File: src/design/fpulp_pkg.sv
// ----------------------------------------------------------------------------
// fpulp_pkg: shared types and constants of the ULP error monitor
// Register indexes, IEEE double field masks and the ordered-key helpers.
// ----------------------------------------------------------------------------
`default_nettype none

package fpulp_pkg;

   localparam int CSR_IDX_W = 3;

   typedef enum logic [CSR_IDX_W-1:0] {
      CSR_ENABLE       = 3'd0,
      CSR_REPORT_EXPRS = 3'd1,
      CSR_LOCALIZE     = 3'd2,
      CSR_THRESHOLD    = 3'd3
   } csr_index_type;

   localparam logic [63:0] SIGN_BIT     = 64'h8000_0000_0000_0000;
   localparam logic [63:0] ONE_NAN_ULPS = 64'hFFFF_FFFF_FFFF_FFFE;

   function automatic logic is_nan(input logic [63:0] x);
      return (x[62:52] == 11'h7FF) && (x[51:0] != 52'd0);
   endfunction

   // Map a double onto a monotonic unsigned key; both zeros map to SIGN_BIT.
   function automatic logic [63:0] order_key(input logic [63:0] x);
      logic [63:0] mag;
      mag = {1'b0, x[62:0]};
      if (mag == 64'd0) begin
         return SIGN_BIT;
      end else if (x[63]) begin
         return SIGN_BIT - mag;
      end else begin
         return SIGN_BIT | mag;
      end
   endfunction

endpackage

`default_nettype wire

File: src/design/fp_error_ulp_monitor.sv
// Flow: an accepted req word passes ST_KEY, ST_DIST, one log per operand and ST_FIN;
//    ST_FIN waits while a stalled rsp word still holds the output register.
//    req_ready returns together with rsp_valid: no new word is taken before then.
// Each squaring step runs ST_MUL_A to ST_MUL_D on the single 32x32 multiplier,
//    FRAC_BITS+1 steps per log, two logs per word; ST_INC, ST_NORM, ST_LOG_END per log.
// Reset (synchronous): state and settings return to defaults, max/sum/count clear.
// ----------------------------------------------------------------------------
// fp_error_ulp_monitor: ULP distance and bits-of-error monitor
// Measures computed and local doubles against a reference, converts each ULP
// distance to log2(ulps+1) in fixed point and tracks max, sums and count.
// ----------------------------------------------------------------------------
`default_nettype none

module fp_error_ulp_monitor #(
   parameter int FRAC_BITS = 16,
   parameter int SUM_WIDTH = 48
) (
   input  wire logic                                clock,
   input  wire logic                                reset,
   // request channel
   input  wire logic                                req_valid,
   output logic                                     req_ready,
   input  wire logic [63:0]                         req_shadow_bits,
   input  wire logic [63:0]                         req_computed_bits,
   input  wire logic [63:0]                         req_local_bits,
   input  wire logic                                req_force_req,
   // response channel
   output logic                                     rsp_valid,
   input  wire logic                                rsp_ready,
   output logic [63:0]                              rsp_ulps_error,
   output logic [63:0]                              rsp_ulps_local,
   output logic [FRAC_BITS+6:0]                     rsp_bits_error,
   output logic [FRAC_BITS+6:0]                     rsp_bits_local,
   output logic                                     rsp_update_expr,
   output logic                                     rsp_track_value,
   // register write channel
   input  wire logic                                csr_valid,
   output logic                                     csr_ready,
   input  wire logic [fpulp_pkg::CSR_IDX_W-1:0]     csr_index,
   input  wire logic [FRAC_BITS+6:0]                csr_wdata
);
   import fpulp_pkg::*;

   localparam int BITS_W = FRAC_BITS + 7;
   localparam int IT_W   = $clog2(FRAC_BITS + 1);
   localparam logic [BITS_W-1:0] THRESH_RESET = BITS_W'(5 << FRAC_BITS);
   localparam logic [IT_W-1:0]   IT_LAST      = IT_W'(FRAC_BITS);

   typedef enum logic [3:0] {
      ST_IDLE,
      ST_KEY,
      ST_DIST,
      ST_INC,
      ST_NORM,
      ST_MUL_A,
      ST_MUL_B,
      ST_MUL_C,
      ST_MUL_D,
      ST_LOG_END,
      ST_FIN
   } state_type;

   state_type state_ff;

   // configuration
   logic                 enable_ff, report_ff, localize_ff;
   logic [BITS_W-1:0]    thresh_ff;

   // accumulated state
   logic [BITS_W-1:0]    max_o_ff, max_l_ff;
   logic [SUM_WIDTH-1:0] sum_o_ff, sum_l_ff;
   logic [31:0]          count_ff;

   // operand capture
   logic [63:0]          shadow_ff, computed_ff, local_ff;
   logic                 force_ff;
   logic [63:0]          key_s_ff, key_c_ff, key_l_ff;
   logic                 nan_s_ff, nan_c_ff, nan_l_ff;
   logic                 which_ff;   // 0: computed value, 1: local value

   // results in progress
   logic [63:0]          ulps_e_ff, ulps_l_ff;
   logic [BITS_W-1:0]    bits_e_ff, bits_l_ff;

   // log2 unit
   logic [63:0]          m_ff;
   logic [5:0]           lz_ff;
   logic [2:0]           step_ff;
   logic [IT_W-1:0]      it_ff;
   logic [FRAC_BITS:0]   frac_ff;
   logic [63:0]          prod_ff;
   logic [127:0]         acc_ff;

   // output register
   logic                 rsp_valid_ff;
   logic [63:0]          rsp_ulps_e_ff, rsp_ulps_l_ff;
   logic [BITS_W-1:0]    rsp_bits_e_ff, rsp_bits_l_ff;
   logic                 rsp_upd_ff, rsp_trk_ff;

   // ---------------- distance unit (shared for both operands)
   logic [63:0] o_key;
   logic        o_nan;
   logic [64:0] diff_a, diff_b;
   logic [63:0] dist_in;

   always_comb begin
      o_key  = which_ff ? key_l_ff : key_c_ff;
      o_nan  = which_ff ? nan_l_ff : nan_c_ff;
      diff_a = {1'b0, key_s_ff} - {1'b0, o_key};
      diff_b = {1'b0, o_key} - {1'b0, key_s_ff};
      if (nan_s_ff && o_nan) begin
         dist_in = 64'd0;
      end else if (nan_s_ff || o_nan) begin
         dist_in = ONE_NAN_ULPS;
      end else if (diff_a[64]) begin
         dist_in = diff_b[63:0];
      end else begin
         dist_in = diff_a[63:0];
      end
   end

   // ---------------- log2 unit
   logic [64:0]  v_in;
   logic [63:0]  norm_shift;
   logic         norm_zero;
   logic [5:0]   norm_amt;
   logic [31:0]  mul_a, mul_b;
   logic [63:0]  prod_in;
   logic [127:0] sq_in;
   logic [63:0]  sq_hi;
   logic [63:0]  m_in;
   logic [5:0]   n_in;
   logic [FRAC_BITS+1:0] frac_inc;
   logic [BITS_W-1:0]    bits_in;

   assign v_in = {1'b0, (which_ff ? ulps_l_ff : ulps_e_ff)} + 65'd1;

   // binary-search normalize: one halving of the window per step
   always_comb begin
      case (step_ff)
         3'd0: begin
            norm_zero  = (m_ff[63:32] == 32'd0);
            norm_shift = m_ff << 32;
            norm_amt   = 6'd32;
         end
         3'd1: begin
            norm_zero  = (m_ff[63:48] == 16'd0);
            norm_shift = m_ff << 16;
            norm_amt   = 6'd16;
         end
         3'd2: begin
            norm_zero  = (m_ff[63:56] == 8'd0);
            norm_shift = m_ff << 8;
            norm_amt   = 6'd8;
         end
         3'd3: begin
            norm_zero  = (m_ff[63:60] == 4'd0);
            norm_shift = m_ff << 4;
            norm_amt   = 6'd4;
         end
         3'd4: begin
            norm_zero  = (m_ff[63:62] == 2'd0);
            norm_shift = m_ff << 2;
            norm_amt   = 6'd2;
         end
         default: begin
            norm_zero  = ~m_ff[63];
            norm_shift = m_ff << 1;
            norm_amt   = 6'd1;
         end
      endcase
   end

   // one 32x32 multiplier: low*low, low*high, high*high
   assign mul_a   = (state_ff == ST_MUL_C) ? m_ff[63:32] : m_ff[31:0];
   assign mul_b   = (state_ff == ST_MUL_A) ? m_ff[31:0]  : m_ff[63:32];
   assign prod_in = {32'd0, mul_a} * {32'd0, mul_b};

   assign sq_in = acc_ff + {prod_ff, 64'd0};
   assign sq_hi = sq_in[127:64];
   assign m_in  = sq_hi[63] ? sq_hi : {sq_hi[62:0], sq_in[63]};

   assign n_in     = 6'd63 - lz_ff;
   assign frac_inc = {1'b0, frac_ff} + (FRAC_BITS+2)'(1);
   assign bits_in  = BITS_W'({n_in, {FRAC_BITS{1'b0}}}) + BITS_W'(frac_inc >> 1);

   // ---------------- statistics update
   logic [BITS_W-1:0]    max_o_in, max_l_in, sel_new, sel_old;
   logic [SUM_WIDTH:0]   sum_o_add, sum_l_add;
   logic [SUM_WIDTH-1:0] sum_o_in, sum_l_in;
   logic                 upd_in, trk_in, fin_go;

   always_comb begin
      max_o_in  = (bits_e_ff > max_o_ff) ? bits_e_ff : max_o_ff;
      max_l_in  = (bits_l_ff > max_l_ff) ? bits_l_ff : max_l_ff;
      sum_o_add = {1'b0, sum_o_ff} + (SUM_WIDTH+1)'(bits_e_ff);
      sum_l_add = {1'b0, sum_l_ff} + (SUM_WIDTH+1)'(bits_l_ff);
      sum_o_in  = sum_o_add[SUM_WIDTH] ? {SUM_WIDTH{1'b1}} : sum_o_add[SUM_WIDTH-1:0];
      sum_l_in  = sum_l_add[SUM_WIDTH] ? {SUM_WIDTH{1'b1}} : sum_l_add[SUM_WIDTH-1:0];
      sel_new   = localize_ff ? max_l_in : max_o_in;
      sel_old   = localize_ff ? max_l_ff : max_o_ff;
      upd_in    = enable_ff && report_ff &&
                  (force_ff || (sel_new >= thresh_ff && sel_new > sel_old));
      trk_in    = enable_ff &&
                  (force_ff || (sel_new >= thresh_ff && sel_old < thresh_ff));
      fin_go    = !rsp_valid_ff || rsp_ready;
   end

   // ---------------- sequencer
   always_ff @(posedge clock) begin
      if (reset) begin
         state_ff     <= ST_IDLE;
         rsp_valid_ff <= 1'b0;
         enable_ff    <= 1'b1;
         report_ff    <= 1'b1;
         localize_ff  <= 1'b0;
         thresh_ff    <= THRESH_RESET;
         max_o_ff     <= '0;
         max_l_ff     <= '0;
         sum_o_ff     <= '0;
         sum_l_ff     <= '0;
         count_ff     <= '0;
         which_ff     <= 1'b0;
      end else begin
         if (csr_valid) begin
            case (csr_index)
               CSR_ENABLE:       enable_ff   <= csr_wdata[0];
               CSR_REPORT_EXPRS: report_ff   <= csr_wdata[0];
               CSR_LOCALIZE:     localize_ff <= csr_wdata[0];
               CSR_THRESHOLD:    thresh_ff   <= csr_wdata;
               default: ;
            endcase
         end

         // a finishing word reloads the output register itself
         if (rsp_valid_ff && rsp_ready && (state_ff != ST_FIN)) begin
            rsp_valid_ff <= 1'b0;
         end

         case (state_ff)
            ST_IDLE: begin
               if (req_valid) begin
                  shadow_ff   <= req_shadow_bits;
                  computed_ff <= req_computed_bits;
                  local_ff    <= req_local_bits;
                  force_ff    <= req_force_req;
                  state_ff    <= ST_KEY;
               end
            end
            ST_KEY: begin
               key_s_ff <= order_key(shadow_ff);
               key_c_ff <= order_key(computed_ff);
               key_l_ff <= order_key(local_ff);
               nan_s_ff <= is_nan(shadow_ff);
               nan_c_ff <= is_nan(computed_ff);
               nan_l_ff <= is_nan(local_ff);
               which_ff <= 1'b0;
               state_ff <= ST_DIST;
            end
            ST_DIST: begin
               if (which_ff) begin
                  ulps_l_ff <= dist_in;
                  which_ff  <= 1'b0;
                  state_ff  <= ST_INC;
               end else begin
                  ulps_e_ff <= dist_in;
                  which_ff  <= 1'b1;
               end
            end
            ST_INC: begin
               m_ff     <= v_in[64] ? 64'hFFFF_FFFF_FFFF_FFFF : v_in[63:0];
               lz_ff    <= 6'd0;
               step_ff  <= 3'd0;
               state_ff <= ST_NORM;
            end
            ST_NORM: begin
               if (norm_zero) begin
                  m_ff  <= norm_shift;
                  lz_ff <= lz_ff + norm_amt;
               end
               if (step_ff == 3'd5) begin
                  it_ff    <= '0;
                  frac_ff  <= '0;
                  state_ff <= ST_MUL_A;
               end else begin
                  step_ff <= step_ff + 3'd1;
               end
            end
            ST_MUL_A: begin
               prod_ff  <= prod_in;
               state_ff <= ST_MUL_B;
            end
            ST_MUL_B: begin
               prod_ff  <= prod_in;
               acc_ff   <= {64'd0, prod_ff};
               state_ff <= ST_MUL_C;
            end
            ST_MUL_C: begin
               // cross term appears twice: add it shifted one extra place
               prod_ff  <= prod_in;
               acc_ff   <= acc_ff + {31'd0, prod_ff, 33'd0};
               state_ff <= ST_MUL_D;
            end
            ST_MUL_D: begin
               m_ff    <= m_in;
               frac_ff <= {frac_ff[FRAC_BITS-1:0], sq_hi[63]};
               if (it_ff == IT_LAST) begin
                  state_ff <= ST_LOG_END;
               end else begin
                  it_ff    <= it_ff + IT_W'(1);
                  state_ff <= ST_MUL_A;
               end
            end
            ST_LOG_END: begin
               if (which_ff) begin
                  bits_l_ff <= bits_in;
                  state_ff  <= ST_FIN;
               end else begin
                  bits_e_ff <= bits_in;
                  which_ff  <= 1'b1;
                  state_ff  <= ST_INC;
               end
            end
            ST_FIN: begin
               // hold until the output register is free
               if (fin_go) begin
                  if (enable_ff) begin
                     max_o_ff <= max_o_in;
                     max_l_ff <= max_l_in;
                     sum_o_ff <= sum_o_in;
                     sum_l_ff <= sum_l_in;
                     if (count_ff != 32'hFFFF_FFFF) begin
                        count_ff <= count_ff + 32'd1;
                     end
                  end
                  rsp_ulps_e_ff <= ulps_e_ff;
                  rsp_ulps_l_ff <= ulps_l_ff;
                  rsp_bits_e_ff <= bits_e_ff;
                  rsp_bits_l_ff <= bits_l_ff;
                  rsp_upd_ff    <= upd_in;
                  rsp_trk_ff    <= trk_in;
                  rsp_valid_ff  <= 1'b1;
                  state_ff      <= ST_IDLE;
               end
            end
            default: begin
               state_ff <= ST_IDLE;
            end
         endcase
      end
   end

   assign req_ready       = (state_ff == ST_IDLE);
   assign csr_ready       = 1'b1;
   assign rsp_valid       = rsp_valid_ff;
   assign rsp_ulps_error  = rsp_ulps_e_ff;
   assign rsp_ulps_local  = rsp_ulps_l_ff;
   assign rsp_bits_error  = rsp_bits_e_ff;
   assign rsp_bits_local  = rsp_bits_l_ff;
   assign rsp_update_expr = rsp_upd_ff;
   assign rsp_track_value = rsp_trk_ff;

endmodule

`default_nettype wire

File: config.mk
export PLATFORM = sky130hd
export DESIGN_NAME = fp_error_ulp_monitor
export DESIGN_NICKNAME = d
export VERILOG_FILES = /design/src/design/fpulp_pkg.sv /design/src/design/fp_error_ulp_monitor.sv
export SDC_FILE = /design/constraint.sdc
export NUM_CORES = 2
export LEC_CHECK = 0
export ABC_AREA = 1
export BUFFER_PORTS_ARGS = -buffer_cell sky130_fd_sc_hd__buf_2
export CORE_MARGIN = 2
export CORE_UTILIZATION = 42
export DETAILED_ROUTE_END_ITERATION = 12
export GPL_TIMING_DRIVEN = 1
export MAX_ROUTING_LAYER = met4
export SETUP_SLACK_MARGIN = 0.05
export SLEW_MARGIN = 20
export SYNTH_ARGS = -nofsm -noshare
export SYNTH_HDL_FRONTEND = slang
export SYNTH_SLANG_ARGS = --single-unit
File: constraint.sdc
create_clock -name clock -period 16.6 [get_ports clock]
set_clock_uncertainty 0.1 [all_clocks]
set_input_delay 1.66 -clock clock [delete_from_list [all_inputs] [get_ports clock]]
set_output_delay 1.66 -clock clock [all_outputs]
set_load 0.02 [all_outputs]
# Yosys cells after proc, flatten, opt, wreduce, memory -nomap -nowiden
# Cells that the tools add are included.
dict set report word_totals {
  ff_bits 1103
  input_bits 224
  word_cells 198
}
dict set report op_classes {
  n_addsub 14
  mul 1
  magnitude_cmp 5
  n_eq_ne 30
  n_mux 44
  n_bitwise 6
  reduce_logical 59
}
# op count
set ops {}
lappend ops {{$mux W64} 8}
lappend ops {{$pmux W64 S5} 1}
lappend ops {{$pmux W128 S2} 1}
lappend ops {{$pmux W64 S3} 1}
lappend ops {{$sub A64 B63 Y64 const A} 3}
lappend ops {{$logic_not A63 Y1} 3}
lappend ops {{$mux W63} 3}
lappend ops {{$reduce_bool A52 Y1} 3}
lappend ops {{$add A128 B128 Y128} 1}
lappend ops {{$add A128 B97 Y128} 1}
lappend ops {{$mux W23} 4}
lappend ops {{$gt A23 B23 Y1} 3}
lappend ops {{$add A64 B1 Y65 const B} 1}
lappend ops {{$sub A64 B64 Y65} 1}
lappend ops {{$mul A32 B32 Y64} 1}
lappend ops {{$mux W32} 2}
lappend ops {{$sub A64 B64 Y64} 1}
lappend ops {{$pmux W4 S11} 1}
lappend ops {{$pmux W17 S2} 1}
lappend ops {{$eq A11 B11 Y1 const B} 3}
lappend ops {{$reduce_and A3 Y1} 11}
lappend ops {{$logic_not A32 Y1} 1}
lappend ops {{$pmux W6 S5} 1}
lappend ops {{$mux W4} 6}
lappend ops {{other kinds (43)} 97}

# Longest topological paths before layout
dict set report logic_depth {
  depth_word 7
  mapped_depth 43
}

# Least setup slack after synthesis
# Ideal clock, no wire load.
dict set report synth_path {
  path_kind {input to register}
  from {input reset}
  to {register rsp_bits_e_ff[0] (netlist: rsp_bits_error[0]) (enable)}
  setup_time_ps 929
  arrival_time_ps 13956
  slack_ps 1615
  path_stages 3
  path_buffers 2
  path_cell_list {clkbuf_1 clkbuf_1 nor3_1}
}
dict set report synth_between {
  elab_chain_cells 2
}
# element line
set synth_lines {}
lappend synth_lines {{start, declared} fp_error_ulp_monitor.sv:19} ;# input wire logic reset,
lappend synth_lines {{$not A1 Y1 (no line)} --}
lappend synth_lines {{$reduce_and A3 Y1 (no line)} --}
lappend synth_lines {{end signal, assigned} fp_error_ulp_monitor.sv:338} ;# rsp_bits_e_ff <= bits_e_ff;
lappend synth_lines {{end, declared} fp_error_ulp_monitor.sv:97} ;# logic [BITS_W-1:0] rsp_bits_e_ff, rsp_bits_l_ff;
# No other way between the ends.
# A chain may end at the register's enable or synchronous reset.

# Final worst setup path
dict set report layout_path {
  from {register state_ff[2]}
  to {register prod_ff[54], data pin}
}
dict set report layout_between {
  elab_chain_cells 3
  elab_cells_between_ends 5
  classes_between {mul (1); eq/ne (2); mux (2)}
}
# element line
set layout_lines {}
lappend layout_lines {{start, declared} fp_error_ulp_monitor.sv:63} ;# state_type state_ff;
lappend layout_lines {{start signal, assigned} fp_error_ulp_monitor.sv:212} ;# state_ff <= ST_IDLE;
lappend layout_lines {{start signal, assigned} fp_error_ulp_monitor.sv:247} ;# state_ff <= ST_KEY;
lappend layout_lines {{start signal, assigned} fp_error_ulp_monitor.sv:258} ;# state_ff <= ST_DIST;
lappend layout_lines {{$eq A4 B3 Y1 (on tied branches)} {fp_error_ulp_monitor.sv:175, fp_error_ulp_monitor.sv:176}}
lappend layout_lines {{$mux W32 (on tied branches)} {fp_error_ulp_monitor.sv:175, fp_error_ulp_monitor.sv:176}}
lappend layout_lines {{$mul A32 B32 Y64 *} fp_error_ulp_monitor.sv:177} ;# assign prod_in = {32'd0, mul_a} * {32'd0, mul_b};
lappend layout_lines {{named net prod_in[54]} fp_error_ulp_monitor.sv:128} ;# logic [63:0] prod_in;
lappend layout_lines {{end signal, assigned} fp_error_ulp_monitor.sv:290} ;# prod_ff <= prod_in;
lappend layout_lines {{end signal, assigned} fp_error_ulp_monitor.sv:294} ;# prod_ff <= prod_in;
lappend layout_lines {{end signal, assigned} fp_error_ulp_monitor.sv:300} ;# prod_ff <= prod_in;
lappend layout_lines {{end, declared} fp_error_ulp_monitor.sv:91} ;# logic [63:0] prod_ff;
# Mark *: on every way through the listed nets, which the timed path passes. The rest lies on a longest branch.

==> impl_metrics.csv <==
group,metric,value,unit
finish,stdcell_count,18640,
floorplanning,die_h,515.7,um
sta,period_share,65.16,%
global_routing,overflow,0,
setup_path,crit_type,"reg -> reg",
synthesis,synth_edf_count,992,
finish,postLayoutCellArea,0.1205,mm^2
setup_path,arrival,11430,ps
clock_tree,htree_levels,4,
global_routing,grt_pass1_wl,678600,um
place,io_buffers,401,
floorplanning,die_area,0.2659,mm^2
finish,fill_cells,26630,
synthesis,yosys_register_bits,1070,
clock_tree,cts_tree,"done",
synthesis,yosysSeqAreaShare,28.51,%
synthesis,postSynthCellCount,14750,
sta,fin_crit,10820,ps
sta,whs,320.3,ps
clock_tree,cts.sinks,1070,
setup_path,worstPathRequired,17210,ps
global_routing,antenna_found_initial,28,
place,dpl.hpwl,386500,um
clock_tree,cts_resized,0,
drt,firstDrtPassIters,12,
synthesis,synth_cell_types,58,
floorplanning,start_util,42.30,%
drt,ant_nets,0,
sta,rsz0062_at_grt,"no",
finish,regArea,0.03136,mm^2
status,status,"complete, no violations",
worst_hold_path,hp-class,"reg -> reg",
finish,nets,16810,
sta,setup-tns-final,0,ps
global_routing,grt_max_degree,167,
floorplanning,coreArea,0.2599,mm^2
synthesis,postSynthAreaPerCell,7.455,um^2
sta,max_freq,0.09246,GHz
place,placed_area,0.1161,mm^2
synthesis,ys_warn_count,0,
global_routing,grt_pass1_vias,97060,
finish,final_common_cell,"nand2_1",
clock_tree,ctsHoldBuffers,0,
finish,final_cell_mix,"3772 x nand2_1, 2786 x inv_1, 1875 x nor2_1, 992 x edfxtp_1, 901 x fa_1",
worst_hold_path,min_from,"ulps_e_ff[52]",
drt,drt_wl_total,473900,um
sta,final_hold_viol_count,0,
sta,worst-slew-pin-transition,1246,ps
setup_path,critPathMaxStageDelay,940,ps
synthesis,synth_area,0.1100,mm^2
place,place.gp.congestion,1.041,
setup_path,crit_family,"adder cells",
job,maxCapViolCount,0,
clock_tree,clock_latency,880,ps
floorplanning,fp.dieW,515.7,um
clock_tree,cts.path.max_buffers,4,
setup_path,critPathMaxFanout,66,
synthesis,async_flop_share,0,%
finish,multi_input_area,0.06647,mm^2
global_routing,grt_util_all_layers,36.32,%
place,dp.cells,18390,
setup_path,cp-start-kind,"register",
drt,vias_per_cell,5.423,
setup_path,worst-path-buf-inv,10,
synthesis,syn-num-nets,16520,
sta,setup_violations,0,
sta,slew-limit-headroom,16.03,%
drt,num_vias,101100,
setup_path,setup.worst_path.start,"state_ff[2]",
setup_path,worst_path_max_delay_cell,"o21ai_1",
synthesis,synth_ff_type,"edfxtp_1",
floorplanning,rows,187,
clock_tree,cts_buffers,139,
setup_path,cp-end-kind,"register",
sta,final_max_slew_viol_count,0,
clock_tree,cts_root_buf,"clkbuf_16",
clock_tree,clk_pin_slew_worst_paths,60,ps
finish,layout-drive-gt1-share,6.132,%
floorplanning,io_pins,403,
drt,drt_iter0_drc,11750,
finish,area_growth_syn_to_layout,9.600,%
clock_tree,post-cts-setup-buffers,0,
drt,drc,0,
setup_path,r2r-start,"state_ff[2]",
drt,wl_per_cell,25.42,um
per-stage QoR:
step / worst slack (ps) / util, %
2_1_floorplan: 1615 / -
3_3_place_gp: 6283 / 44.66
3_5_place_dp: 6129 / 44.66
4_1_cts: 6096 / 46.35
5_1_grt: 5382 / 46.36
6_report: 5784 / 46.36
logic make-up (layout without fill, tap and decap cells):
logic type | count (synthesis) | in the layout | share of synthesized area (%)
AO/OA/AOI/OAI | 1545 | 1545 | 7.671
XOR/XNOR | 393 | 393 | 3.131
adder cells (fa/ha/maj) | 1551 | 1551 | 23.80
buffers and inverters | 3245 | 3630 | 11.17
flip-flops | 1070 | 1070 | 28.51
multiplexers | 1 | 1 | 0.009104
other | 1 | 15 | 0.003411
AND/OR/NAND/NOR | 6943 | 6943 | 25.70
registers in the layout (all words and copies together), names as in the netlist, 17 cells and up:
name and cells:
acc_ff 95, computed_ff 64, key_c_ff 64, key_l_ff 64, key_s_ff 64, local_ff 64
m_ff 64, prod_ff 64, rsp_ulps_error 64, rsp_ulps_local 64, shadow_ff 64, ulps_e_ff 64
ulps_l_ff 64, bits_e_ff 23, bits_l_ff 23, max_l_ff 23, max_o_ff 23, rsp_bits_error 23
rsp_bits_local 23, thresh_ff 23, frac_ff 17
cells in the mapped netlist, types with 5 or more instances:
| cell type | number | area (um^2) |
|---|---|---|
| nand2_1 | 3777 | 14180 |
| inv_1 | 2788 | 10470 |
| nor2_1 | 1884 | 7072 |
| edfxtp_1 | 992 | 29790 |
| fa_1 | 901 | 18040 |
| nand3_1 | 692 | 3463 |
| a21oi_1 | 661 | 3308 |
| ha_1 | 650 | 8133 |
| o21ai_0 | 504 | 2522 |
| clkbuf_1 | 346 | 1299 |
| xor2_1 | 282 | 2470 |
| nand4_1 | 169 | 1057 |
| nor3_1 | 168 | 840.8 |
| xnor2_1 | 111 | 972.2 |
| o22ai_1 | 105 | 656.9 |
| nor4_1 | 95 | 594.3 |
| or2_2 | 83 | 519.3 |
| dfxtp_1 | 78 | 1562 |
| a211oi_1 | 63 | 473.0 |
| o21ai_1 | 52 | 260.3 |
| buf_2 | 46 | 230.2 |
| and2_1 | 32 | 200.2 |
| o21bai_1 | 32 | 240.2 |
| a31oi_1 | 27 | 168.9 |
| buf_1 | 24 | 90.09 |
| nand3b_1 | 24 | 180.2 |
| o21a_1 | 22 | 165.2 |
| a21o_1 | 21 | 157.7 |
| clkinv_1 | 17 | 63.81 |
| inv_2 | 16 | 60.06 |
| o211ai_1 | 16 | 120.1 |
| o21ai_2 | 13 | 113.9 |
| a21boi_0 | 7 | 52.55 |
| and3_1 | 5 | 31.28 |
| o31ai_1 | 5 | 37.54 |
path summary, 6_finish.rpt:
| path | end | slack (ps) | cells past startpoint |
|---|---|---|---|
| min | rsp_ulps_error[52] | 320 | 0 |
| min reg2reg | rsp_ulps_error[52] | 320 | 0 |
| max reg2reg | prod_ff[54] | 5780 | 32 |
| max | prod_ff[54] | 5780 | 32 |
layer usage:
layer | vias up | track usage (%) | part of all wire, %
li1 | 46840 | - | -
met1 | 48360 | 47.08 | 41
met2 | 4836 | 53.84 | 43
met3 | 1083 | 6.051 | 8.4
met4 | 0 | 20.46 | 6.9
met5 | - | - | 0
layout make-up:
cell class / count / area share [%]
antenna: 14 / 0.02907
timing repair buffer: 570 / 2.729
sequential: 1070 / 26.02
clock buffer: 158 / 2.999
tap: 3496 / 3.630
clock inverter: 81 / 0.6437
multi-input combinational: 10430 / 55.16
inverter: 2821 / 8.791
Power is not shown: default switching activity piles up to over one toggle a cycle in this logic, so the estimate is an artifact.
